==> src/hw/rtl/ictp_pkg.sv <==
// Shared types and constants of the inline color tag parser.
package ictp_pkg;

  // Longest pattern is the color tag, so the pending buffer holds that many bytes.
  localparam int unsigned TAG_LEN    = 11;
  localparam int unsigned RESET_LEN  = 5;
  localparam int unsigned PEND_DEPTH = TAG_LEN;
  localparam int unsigned CNT_W      = 4;

  localparam logic [7:0] CH_LBRACKET = 8'h5B;
  localparam logic [7:0] CH_RBRACKET = 8'h5D;
  localparam logic [7:0] CH_HASH     = 8'h23;
  localparam logic [7:0] CH_SLASH    = 8'h2F;

  typedef struct packed {
    logic [7:0] char_code;
    logic       text_last;
  } in_item_t;

  typedef struct packed {
    logic [7:0]  out_char;
    logic [15:0] out_color;
    logic        has_char;
    logic        end_of_text;
    logic        tags_seen;
    logic        last_of_run;
  } out_item_t;

  // One text byte together with its character class.
  typedef struct packed {
    logic [7:0] ch;
    logic       is_lbracket;
    logic       is_rbracket;
    logic       is_hash;
    logic       is_slash;
    logic       is_hex;
    logic [3:0] nib;
  } ent_t;

  typedef struct packed {
    ent_t ent;
    logic last;
  } q_item_t;

  typedef enum logic [1:0] {
    ST_IDLE,
    ST_RESOLVE,
    ST_END
  } eng_st_e;

endpackage

==> src/hw/rtl/ictp_fifo.sv <==
// Small first-in first-out queue of registers.
module ictp_fifo #(
  parameter int unsigned W     = 8,
  parameter int unsigned DEPTH = 2
) (
  input  logic         clk_i,
  input  logic         rst_ni,
  input  logic         push_i,
  input  logic [W-1:0] data_i,
  output logic         full_o,
  input  logic         pop_i,
  output logic [W-1:0] data_o,
  output logic         empty_o
);

  localparam int unsigned PW = (DEPTH > 1) ? $clog2(DEPTH) : 1;
  localparam int unsigned CW = $clog2(DEPTH + 1);

  logic [W-1:0]  mem_q [DEPTH];
  logic [PW-1:0] wr_ptr_q, wr_ptr_d;
  logic [PW-1:0] rd_ptr_q, rd_ptr_d;
  logic [CW-1:0] cnt_q, cnt_d;
  logic          do_push;
  logic          do_pop;

  assign full_o  = (cnt_q == CW'(DEPTH));
  assign empty_o = (cnt_q == '0);
  assign do_push = push_i && !full_o;
  assign do_pop  = pop_i && !empty_o;
  assign data_o  = mem_q[rd_ptr_q];

  always_comb begin
    wr_ptr_d = wr_ptr_q;
    rd_ptr_d = rd_ptr_q;
    cnt_d    = cnt_q;
    if (do_push) begin
      wr_ptr_d = (wr_ptr_q == PW'(DEPTH - 1)) ? '0 : PW'(wr_ptr_q + 1'b1);
    end
    if (do_pop) begin
      rd_ptr_d = (rd_ptr_q == PW'(DEPTH - 1)) ? '0 : PW'(rd_ptr_q + 1'b1);
    end
    if (do_push && !do_pop) begin
      cnt_d = CW'(cnt_q + 1'b1);
    end else if (do_pop && !do_push) begin
      cnt_d = CW'(cnt_q - 1'b1);
    end
  end

  always_ff @(posedge clk_i or negedge rst_ni) begin
    if (!rst_ni) begin
      wr_ptr_q <= '0;
      rd_ptr_q <= '0;
      cnt_q    <= '0;
    end else begin
      wr_ptr_q <= wr_ptr_d;
      rd_ptr_q <= rd_ptr_d;
      cnt_q    <= cnt_d;
    end
  end

  always_ff @(posedge clk_i) begin
    if (do_push) begin
      mem_q[wr_ptr_q] <= data_i;
    end
  end

endmodule

==> src/hw/rtl/ictp_front.sv <==
// Front end: classifies each incoming byte and queues it for the parse engine.
module ictp_front #(
  parameter int unsigned DEPTH = 2
) (
  input  logic               clk_i,
  input  logic               rst_ni,
  input  logic               push_i,
  input  ictp_pkg::in_item_t item_i,
  output logic               full_o,
  input  logic               pop_i,
  output ictp_pkg::q_item_t  q_o,
  output logic               empty_o
);

  import ictp_pkg::*;

  q_item_t cls;
  logic    is_dig;
  logic    is_alpha_hex;

  always_comb begin
    is_dig       = (item_i.char_code >= 8'h30) && (item_i.char_code <= 8'h39);
    // Upper and lower case letters a to f differ only in bit 5.
    is_alpha_hex = ((item_i.char_code >= 8'h41) && (item_i.char_code <= 8'h46)) ||
                   ((item_i.char_code >= 8'h61) && (item_i.char_code <= 8'h66));
    cls.ent.ch          = item_i.char_code;
    cls.ent.is_lbracket = (item_i.char_code == CH_LBRACKET);
    cls.ent.is_rbracket = (item_i.char_code == CH_RBRACKET);
    cls.ent.is_hash     = (item_i.char_code == CH_HASH);
    cls.ent.is_slash    = (item_i.char_code == CH_SLASH);
    cls.ent.is_hex      = is_dig || is_alpha_hex;
    cls.ent.nib         = is_dig ? item_i.char_code[3:0] : 4'(item_i.char_code[3:0] + 4'd9);
    cls.last            = item_i.text_last;
  end

  ictp_fifo #(
    .W     ($bits(q_item_t)),
    .DEPTH (DEPTH)
  ) u_in_fifo (
    .clk_i   (clk_i),
    .rst_ni  (rst_ni),
    .push_i  (push_i),
    .data_i  (cls),
    .full_o  (full_o),
    .pop_i   (pop_i),
    .data_o  (q_o),
    .empty_o (empty_o)
  );

endmodule

==> src/hw/rtl/ictp_engine.sv <==
// Back end: pending buffer, tag matching and result sequencing.
module ictp_engine #(
  parameter int unsigned MAX_CHARS = 128
) (
  input  logic                clk_i,
  input  logic                rst_ni,
  input  logic                front_empty_i,
  input  ictp_pkg::q_item_t   front_item_i,
  output logic                front_pop_o,
  input  logic                res_full_i,
  output logic                res_push_o,
  output ictp_pkg::out_item_t res_item_o,
  input  logic                cfg_we_i,
  input  logic [15:0]         cfg_data_i
);

  import ictp_pkg::*;

  localparam int unsigned EW = $clog2(MAX_CHARS);

  typedef enum logic [2:0] {
    ACT_STOP,
    ACT_COLOR,
    ACT_RESET,
    ACT_LIMIT,
    ACT_EMIT
  } act_e;

  eng_st_e            st_q, st_d;
  ent_t               buf_q [PEND_DEPTH];
  logic [CNT_W-1:0]   cnt_q, cnt_d, cnt_after;
  logic [15:0]        cur_color_q, cur_color_d;
  logic [15:0]        dflt_q, dflt_d;
  logic               tag_q, tag_d;
  logic [EW-1:0]      emit_q, emit_d;
  logic               full_q, full_d;
  logic               final_q, final_d;
  logic               held_v_q, held_v_d;
  out_item_t          held_q, held_d;

  logic               color_pfx;
  logic               reset_pfx;
  logic [15:0]        tag_color;
  act_e               act;
  logic               slot_ok;
  logic               drained;
  logic               accept;
  logic               append;
  logic               load_held;
  logic               shift1;
  logic               shift5;

  // Pattern checks over the bytes in use; entries past the count always pass.
  always_comb begin
    logic in_use;
    logic cfit;
    logic rfit;
    color_pfx = 1'b1;
    reset_pfx = 1'b1;
    for (int i = 0; i < PEND_DEPTH; i++) begin
      in_use = (CNT_W'(i) < cnt_q);
      if (i < 2) begin
        cfit = buf_q[i].is_lbracket;
      end else if (i == 2) begin
        cfit = buf_q[i].is_hash;
      end else if (i < 9) begin
        cfit = buf_q[i].is_hex;
      end else begin
        cfit = buf_q[i].is_rbracket;
      end
      if (i < 2) begin
        rfit = buf_q[i].is_lbracket;
      end else if (i == 2) begin
        rfit = buf_q[i].is_slash;
      end else if (i < RESET_LEN) begin
        rfit = buf_q[i].is_rbracket;
      end else begin
        rfit = 1'b1;
      end
      color_pfx = color_pfx && (!in_use || cfit);
      reset_pfx = reset_pfx && (!in_use || rfit);
    end
  end

  // RGB888 from the six digits, packed to RGB565.
  assign tag_color = {buf_q[3].nib, buf_q[4].nib[3],
                      buf_q[5].nib, buf_q[6].nib[3:2],
                      buf_q[7].nib, buf_q[8].nib[3]};

  always_comb begin
    if ((cnt_q == '0) || full_q) begin
      act = ACT_STOP;
    end else if ((cnt_q == CNT_W'(TAG_LEN)) && color_pfx) begin
      act = ACT_COLOR;
    end else if ((cnt_q >= CNT_W'(RESET_LEN)) && reset_pfx) begin
      act = ACT_RESET;
    end else if (!final_q && (cnt_q < CNT_W'(TAG_LEN)) && (color_pfx || reset_pfx)) begin
      act = ACT_STOP;
    end else if (emit_q >= EW'(MAX_CHARS - 1)) begin
      act = ACT_LIMIT;
    end else begin
      act = ACT_EMIT;
    end
  end

  always_comb begin
    case (act)
      ACT_COLOR: cnt_after = '0;
      ACT_RESET: cnt_after = CNT_W'(cnt_q - CNT_W'(RESET_LEN));
      ACT_EMIT:  cnt_after = CNT_W'(cnt_q - 1'b1);
      ACT_LIMIT: cnt_after = '0;
      default:   cnt_after = cnt_q;
    endcase
  end

  assign drained = (cnt_after == '0);
  // A new result may be formed once the held one can move into the result queue.
  assign slot_ok = !held_v_q || !res_full_i;

  // Next state.
  always_comb begin
    st_d = st_q;
    case (st_q)
      ST_IDLE: begin
        if (slot_ok && !front_empty_i) begin
          st_d = ST_RESOLVE;
        end
      end
      ST_RESOLVE: begin
        case (act)
          ACT_STOP, ACT_LIMIT: begin
            st_d = final_q ? ST_END : ST_IDLE;
          end
          ACT_COLOR, ACT_RESET: begin
            if (drained) begin
              st_d = final_q ? ST_END : ST_IDLE;
            end
          end
          ACT_EMIT: begin
            if (slot_ok && drained) begin
              st_d = final_q ? ST_END : ST_IDLE;
            end
          end
          default: st_d = ST_IDLE;
        endcase
      end
      ST_END: begin
        if (slot_ok) begin
          st_d = ST_IDLE;
        end
      end
      default: st_d = ST_IDLE;
    endcase
  end

  // Outputs and strobes.
  always_comb begin
    accept      = 1'b0;
    load_held   = 1'b0;
    shift1      = 1'b0;
    shift5      = 1'b0;
    res_push_o  = 1'b0;
    res_item_o  = held_q;
    case (st_q)
      ST_IDLE: begin
        accept     = slot_ok && !front_empty_i;
        // The held result was the final one of its byte.
        res_push_o = held_v_q && !res_full_i;
        res_item_o.last_of_run = 1'b1;
      end
      ST_RESOLVE: begin
        if (act == ACT_EMIT) begin
          res_push_o = held_v_q && !res_full_i;
          load_held  = slot_ok;
          shift1     = slot_ok;
        end
        shift5 = (act == ACT_RESET);
      end
      ST_END: begin
        res_push_o = held_v_q && !res_full_i;
        load_held  = slot_ok;
      end
      default: begin
        accept = 1'b0;
      end
    endcase
    front_pop_o = accept;
  end

  assign append = accept && !full_q && (cnt_q < CNT_W'(TAG_LEN));

  // Next values of the control and color registers.
  always_comb begin
    cnt_d       = cnt_q;
    cur_color_d = cur_color_q;
    dflt_d      = dflt_q;
    tag_d       = tag_q;
    emit_d      = emit_q;
    full_d      = full_q;
    final_d     = final_q;
    held_v_d    = held_v_q;
    held_d      = held_q;
    if (res_push_o) begin
      held_v_d = 1'b0;
    end
    if (load_held) begin
      held_v_d = 1'b1;
    end
    case (st_q)
      ST_IDLE: begin
        if (accept) begin
          final_d = front_item_i.last;
        end
        if (append) begin
          cnt_d = CNT_W'(cnt_q + 1'b1);
        end
      end
      ST_RESOLVE: begin
        case (act)
          ACT_COLOR: begin
            cur_color_d = tag_color;
            tag_d       = 1'b1;
            cnt_d       = cnt_after;
          end
          ACT_RESET: begin
            cur_color_d = dflt_q;
            tag_d       = 1'b1;
            cnt_d       = cnt_after;
          end
          ACT_LIMIT: begin
            full_d = 1'b1;
            cnt_d  = cnt_after;
          end
          ACT_EMIT: begin
            if (slot_ok) begin
              emit_d = EW'(emit_q + 1'b1);
              cnt_d  = cnt_after;
              held_d = '{out_char: buf_q[0].ch, out_color: cur_color_q, has_char: 1'b1,
                         end_of_text: 1'b0, tags_seen: tag_q, last_of_run: 1'b0};
            end
          end
          default: begin
            cnt_d = cnt_q;
          end
        endcase
      end
      ST_END: begin
        if (slot_ok) begin
          held_d = '{out_char: 8'd0, out_color: 16'd0, has_char: 1'b0,
                     end_of_text: 1'b1, tags_seen: tag_q, last_of_run: 1'b0};
          cnt_d       = '0;
          tag_d       = 1'b0;
          emit_d      = '0;
          full_d      = 1'b0;
          cur_color_d = dflt_q;
        end
      end
      default: begin
        cnt_d = cnt_q;
      end
    endcase
    if (cfg_we_i) begin
      dflt_d      = cfg_data_i;
      cur_color_d = cfg_data_i;
    end
  end

  always_ff @(posedge clk_i or negedge rst_ni) begin
    if (!rst_ni) begin
      st_q        <= ST_IDLE;
      cnt_q       <= '0;
      cur_color_q <= '0;
      dflt_q      <= '0;
      tag_q       <= 1'b0;
      emit_q      <= '0;
      full_q      <= 1'b0;
      final_q     <= 1'b0;
      held_v_q    <= 1'b0;
    end else begin
      st_q        <= st_d;
      cnt_q       <= cnt_d;
      cur_color_q <= cur_color_d;
      dflt_q      <= dflt_d;
      tag_q       <= tag_d;
      emit_q      <= emit_d;
      full_q      <= full_d;
      final_q     <= final_d;
      held_v_q    <= held_v_d;
    end
  end

  always_ff @(posedge clk_i) begin
    held_q <= held_d;
    if (append) begin
      buf_q[cnt_q] <= front_item_i.ent;
    end else if (shift1) begin
      for (int i = 0; i < PEND_DEPTH - 1; i++) begin
        buf_q[i] <= buf_q[i + 1];
      end
    end else if (shift5) begin
      for (int i = 0; i < PEND_DEPTH - RESET_LEN; i++) begin
        buf_q[i] <= buf_q[i + RESET_LEN];
      end
    end
  end

endmodule

==> src/hw/rtl/inline_color_tag_parser.sv <==
// Top level of the inline color tag parser: front queue, parse engine, result queue.
//
//   channel   direction  handshake                 payload
//   input     in         push / full               in_item_i  (char_code, text_last)
//   result    out        empty / pop               out_item_o (char, color, flags)
//   config    in         cfg_valid_i / cfg_ready_o cfg_data_i (default_color)
//
// A byte leaves the input queue in the idle state, then one match step per cycle, unless
// the result queue is full, emits a character, applies a tag or stops; a stop or the step
// that empties the buffer ends the byte. The last byte of a text adds an end state.
// Reset clears all control state; no clearing pass is needed.
// Input and result queues let either side stall without stopping the other; the engine
// waits when the result queue is full or the input queue is empty.
module inline_color_tag_parser #(
  parameter int unsigned MAX_CHARS = 128,
  parameter int unsigned IN_DEPTH  = 2,
  parameter int unsigned OUT_DEPTH = 4
) (
  input  logic                clk_i,
  input  logic                rst_ni,
  input  logic                push,
  output logic                full,
  input  ictp_pkg::in_item_t  in_item_i,
  output logic                empty,
  input  logic                pop,
  output ictp_pkg::out_item_t out_item_o,
  input  logic                cfg_valid_i,
  output logic                cfg_ready_o,
  input  logic [15:0]         cfg_data_i
);

  import ictp_pkg::*;

  q_item_t   front_item;
  logic      front_empty;
  logic      front_pop;
  logic      res_full;
  logic      res_push;
  out_item_t res_item;

  // The user must write the register only while the block is idle; the block does not enforce it.
  assign cfg_ready_o = 1'b1;

  ictp_front #(
    .DEPTH (IN_DEPTH)
  ) u_front (
    .clk_i   (clk_i),
    .rst_ni  (rst_ni),
    .push_i  (push),
    .item_i  (in_item_i),
    .full_o  (full),
    .pop_i   (front_pop),
    .q_o     (front_item),
    .empty_o (front_empty)
  );

  ictp_engine #(
    .MAX_CHARS (MAX_CHARS)
  ) u_engine (
    .clk_i         (clk_i),
    .rst_ni        (rst_ni),
    .front_empty_i (front_empty),
    .front_item_i  (front_item),
    .front_pop_o   (front_pop),
    .res_full_i    (res_full),
    .res_push_o    (res_push),
    .res_item_o    (res_item),
    .cfg_we_i      (cfg_valid_i && cfg_ready_o),
    .cfg_data_i    (cfg_data_i)
  );

  ictp_fifo #(
    .W     ($bits(out_item_t)),
    .DEPTH (OUT_DEPTH)
  ) u_out_fifo (
    .clk_i   (clk_i),
    .rst_ni  (rst_ni),
    .push_i  (res_push),
    .data_i  (res_item),
    .full_o  (res_full),
    .pop_i   (pop),
    .data_o  (out_item_o),
    .empty_o (empty)
  );

  a_no_push_when_full: assert property (@(posedge clk_i) disable iff (!rst_ni)
    res_push |-> !res_full) else $error("result pushed into a full queue");

  a_no_pop_when_empty: assert property (@(posedge clk_i) disable iff (!rst_ni)
    front_pop |-> !front_empty) else $error("engine took from an empty input queue");

  a_record_kind: assert property (@(posedge clk_i) disable iff (!rst_ni)
    res_push |-> (res_item.has_char != res_item.end_of_text))
    else $error("result is neither a character nor an end record");

  a_end_closes_run: assert property (@(posedge clk_i) disable iff (!rst_ni)
    (res_push && res_item.end_of_text) |-> res_item.last_of_run)
    else $error("end record not marked as the final result of its byte");

endmodule

==> config.mk <==
export PLATFORM = sky130hd
export DESIGN_NAME = inline_color_tag_parser
export DESIGN_NICKNAME = d
export VERILOG_FILES = /design/src/hw/rtl/ictp_pkg.sv /design/src/hw/rtl/ictp_fifo.sv /design/src/hw/rtl/ictp_front.sv /design/src/hw/rtl/ictp_engine.sv /design/src/hw/rtl/inline_color_tag_parser.sv
export SDC_FILE = /design/constraint.sdc
export NUM_CORES = 1
export LEC_CHECK = 0
export BUFFER_PORTS_ARGS = -buffer_cell sky130_fd_sc_hd__buf_2
export CAP_MARGIN = 40
export CORE_ASPECT_RATIO = 2
export CORE_MARGIN = 5
export CORE_UTILIZATION = 60
export DETAILED_ROUTE_END_ITERATION = 8
export PLACE_DENSITY = 0.78
export SLEW_MARGIN = 25
export SYNTH_ARGS = -nofsm -noshare
export SYNTH_HDL_FRONTEND = slang
export SYNTH_SLANG_ARGS = --single-unit
==> constraint.sdc <==
create_clock -name clk_i -period 4.58 [get_ports clk_i]
set_input_delay 1.374 -clock clk_i [delete_from_list [all_inputs] [get_ports clk_i]]
set_output_delay 1.374 -clock clk_i [all_outputs]
set_load 0.02 [all_outputs]
==> impl_metrics.py <==
metrics = {
    "status": {
        "status": "finished clean",
    },
    "logic_synthesis": {
        "ys.flop_type": "edfxtp_1",
        "async_reset_ff_share_pct": 15.0,
        "synth_top_area_share_pct": 58.9,
        "synth_edf_count": 340,
        "synth.distinct_cells": 69,
        "synth-seq-cells": 400,
        "synth_most_common_cell": "edfxtp_1",
        "synth_area_leaders": "edfxtp_1 59%, dfrtp_1 8.7%, nor2_1 5.6%",
        "synth_cells": 1309,
        "synth_common_cells": "340 x edfxtp_1, 260 x nor2_1, 124 x nand2_1, 81 x o31ai_1, 60 x dfrtp_1",
        "muxShareOfSynthArea_pct": 7.08,
        "synth_fa_ha_area_share_pct": 1.56,
        "yosysSeqAreaShare_pct": 67.6,
        "syn_area_mm2": 0.0173,
        "yosysTopAreaCell": "edfxtp_1",
        "avgSynthCellArea_um2": 13.2,
        "synth_xor_area_share_pct": 0.758,
        "synth_nets": 1360,
        "synthSimpleGateAreaFrac_pct": 11.8,
        "synth_top_family_by_area": "simple AND/OR/NAND/NOR gates",
        "ys_warn_count": 0,
        "synth_compound_area_share_pct": 8.48,
    },
    "clock_network": {
        "cts_buffers": 34,
        "htree_levels": 2,
        "cts_root_buf": "clkbuf_16",
        "postCtsHoldBufs": 0,
        "path_clk_slew_ns": 0.07,
        "clk_latency_ns": 0.53,
        "cts_tree": "done",
        "cts_setup_buffers": 0,
        "clk_path_buf_depth": 3,
        "post_cts_resized": 0,
        "cts.sinks": 400,
    },
    "setup_path": {
        "crit_path_end_kind": "register",
        "path_class": "reg2reg",
        "critPathRequiredTime_ns": 5.02,
        "cp.arrival_ns": 4.53,
        "startpoint": "u_engine.cnt_q[0]$_DFFE_PN0P_",
        "critPathMaxFanout": 9,
        "crit_path_start_kind": "register",
        "timing.rr.start": "u_engine.cnt_q[0]$_DFFE_PN0P_",
    },
    "run": {
        "cap_violations": 0,
    },
    "routing": {
        "routed_wl_um": 35800,
        "drc_errors": 0,
        "top_layer": "met4",
        "drtIter0Drc": 810,
        "wl_per_cell_um": 20.4,
        "met2WireLength_um": 20300,
        "firstDrtPassIters": 5,
        "vias_per_cell": 5.88,
        "met1_length_um": 12700,
        "ant_nets": 0,
        "routed-via-count": 10300,
        "met3WireLength_um": 1310,
    },
    "sta": {
        "fin_crit_ns": 4.09,
        "tightest_slew_ns": 0.765,
        "slew_headroom_pct": 48.9,
        "hold_slack_ns": 0.488,
        "slew_violations": 0,
        "timing.final.hold_violations": 0,
        "clock.fmax_ghz": 0.245,
        "setup_viol": 0,
        "fin_crit_sh_pct": 89.2,
        "rsz0062_at_grt": "no",
        "setup_tns_ns": 0,
        "fin_worst_skew_ns": 0.0141,
    },
    "pwr": {
        "p_per_area_mw_per_mm2": 797,
        "clock_power_share_pct": 18.2,
        "intPower_mw": 9.68,
        "switching_share_pct": 36.8,
        "combinationalPowerShare_pct": 37.7,
        "leakage_nw": 6.90,
        "power.share.sequential_pct": 44.1,
        "ir_drop_v": 0.000432,
        "switchingPower_mw": 5.64,
    },
    "grt": {
        "grt_start_max_net_pins": 93,
        "overflow": 0,
        "grt_pass1_wl_um": 56800,
        "first_global_vias": 10600,
        "antenna_found_initial": 0,
        "grt.total_usage_pct": 22.4,
    },
    "cells_and_area": {
        "drive_gt1_share_pct": 16.7,
        "final_cells": 1759,
        "post-route-util_pct": 66.9,
        "nets": 1426,
        "num_antenna_cells": 0,
        "fill_cells": 1993,
        "area_growth_syn_to_layout_pct": 10.9,
    },
    "min_path": {
        "hold_class": "reg2reg",
        "hp-start": "u_engine.tag_q$_DFFE_PN0P_",
    },
    "placed_design": {
        "post-place-cells": 1696,
        "place_hpwl_um": 24800,
        "port-buffer-count": 59,
        "gp_congestion": 0.892,
    },
    "die": {
        "die_y_um": 250,
        "num_rows": 88,
        "core_mm2": 0.0287,
        "io_pins": 61,
        "die_w_um": 130,
        "start_util_pct": 60.3,
        "dieArea_mm2": 0.0326,
    },
}
## worst max-delay path, stage by stage, from the launching register on
cell and delay [ns]:
dfrtp_1 0.51, inv_1 0.15, ha_1 0.36, a21oi_1 0.49
nand2_1 0.32, a211oi_2 0.42, nand2_1 0.24, a221oi_2 0.33
ha_1 0.25, inv_1 0.07, fa_1 0.43, xor2_1 0.17
nor2_1 0.11, xor2_1 0.15
## sequential cells by signal, summed over array words and instances (netlist names), 3 cells and up
name	cells
u_engine.dflt_q	16
u_engine.res_item_o	27
u_engine.cur_color_q	16
u_out_fifo.mem_q	112
u_engine.buf_q	165
u_engine.cnt_q	4
u_engine.emit_q	7
u_out_fifo.cnt_q	3
u_front.u_in_fifo.mem_q	36
## layer usage
layer | global-route usage [%] | vias to the layer above
li1 | - | 4893
met1 | 25.8 | 5108
met2 | 41.1 | 256
met3 | 2.43 | 79
met4 | 9.72 | 0
met5 | 0 | -
## final cells by class
cell class                 count  area [um2]  area share, %
inverter                      40         150          0.781
timing repair buffer          98         679           3.53
multi-input combinational    801        5160           26.9
clock buffer                  43         926           4.82
sequential                   400       11700           60.9
clock inverter                17         141          0.735
tap                          360         450           2.34
## power by group through the flow
| stage | sequential, mW | clock [mW] | combinational [mW] |
|---|---|---|---|
| 6_report | 6.76 | 2.79 | 5.77 |
| 4_1_cts | 6.79 | 2.84 | 5.77 |
| 5_1_grt | 6.88 | 2.99 | 6.30 |
| 3_5_place_dp | 6.85 | 0 | 5.74 |
| 3_3_place_gp | 6.81 | 0 | 5.53 |
| 2_1_floorplan | 6.53 | 0 | 4.09 |
## cells in the final DEF (no fill, tap or decap), types with 30 or more instances in the layout
master and count:
nor2_1 259, clkbuf_16 35, inv_1 40, nand2_1 124
o31ai_1 81, edfxtp_1 340, buf_2 60, buf_4 30
o21ai_0 45, dfrtp_1 59, mux2_2 36
## through the flow
step                total power [mW]  worst slack (ns)  instance area (um2)
floorplan                       10.6             0.660                17300
global placement                12.3             0.723                18100
detailed placement              12.6             0.588                18100
CTS                             15.4             0.537                19200
global route                    16.2             0.178                19200
finish                          15.3             0.494                19200
## final timing paths
path,endpoint,slack (ns),cells past startpoint
hold reg to reg,u_engine.res_item_o[1]$_DFFE_PP_,0.49,0
min in group asynchronous,u_front.u_in_fifo.rd_ptr_q$_DFFE_PN0P_,0.66,1
setup / recovery,u_out_fifo.cnt_q[2]$_DFFE_PN0P_,0.49,13
setup reg to reg,u_out_fifo.cnt_q[2]$_DFFE_PN0P_,0.49,13
hold / removal,u_engine.res_item_o[1]$_DFFE_PP_,0.49,0
max in group asynchronous,u_engine.cur_color_q[4]$_DFFE_PN0P_,3.16,3
## logic make-up (layout without fill, tap and decap cells)
group	count (synthesis)	in the layout
buffers and inverters	108	198
AND/OR/NAND/NOR	478	478
other	1	1
flip-flops	400	400
multiplexers	83	83
XOR/XNOR	15	15
adder cells (fa/ha/maj)	21	21
AO/OA/AOI/OAI	203	203
Power figures use the tool's default switching activity.
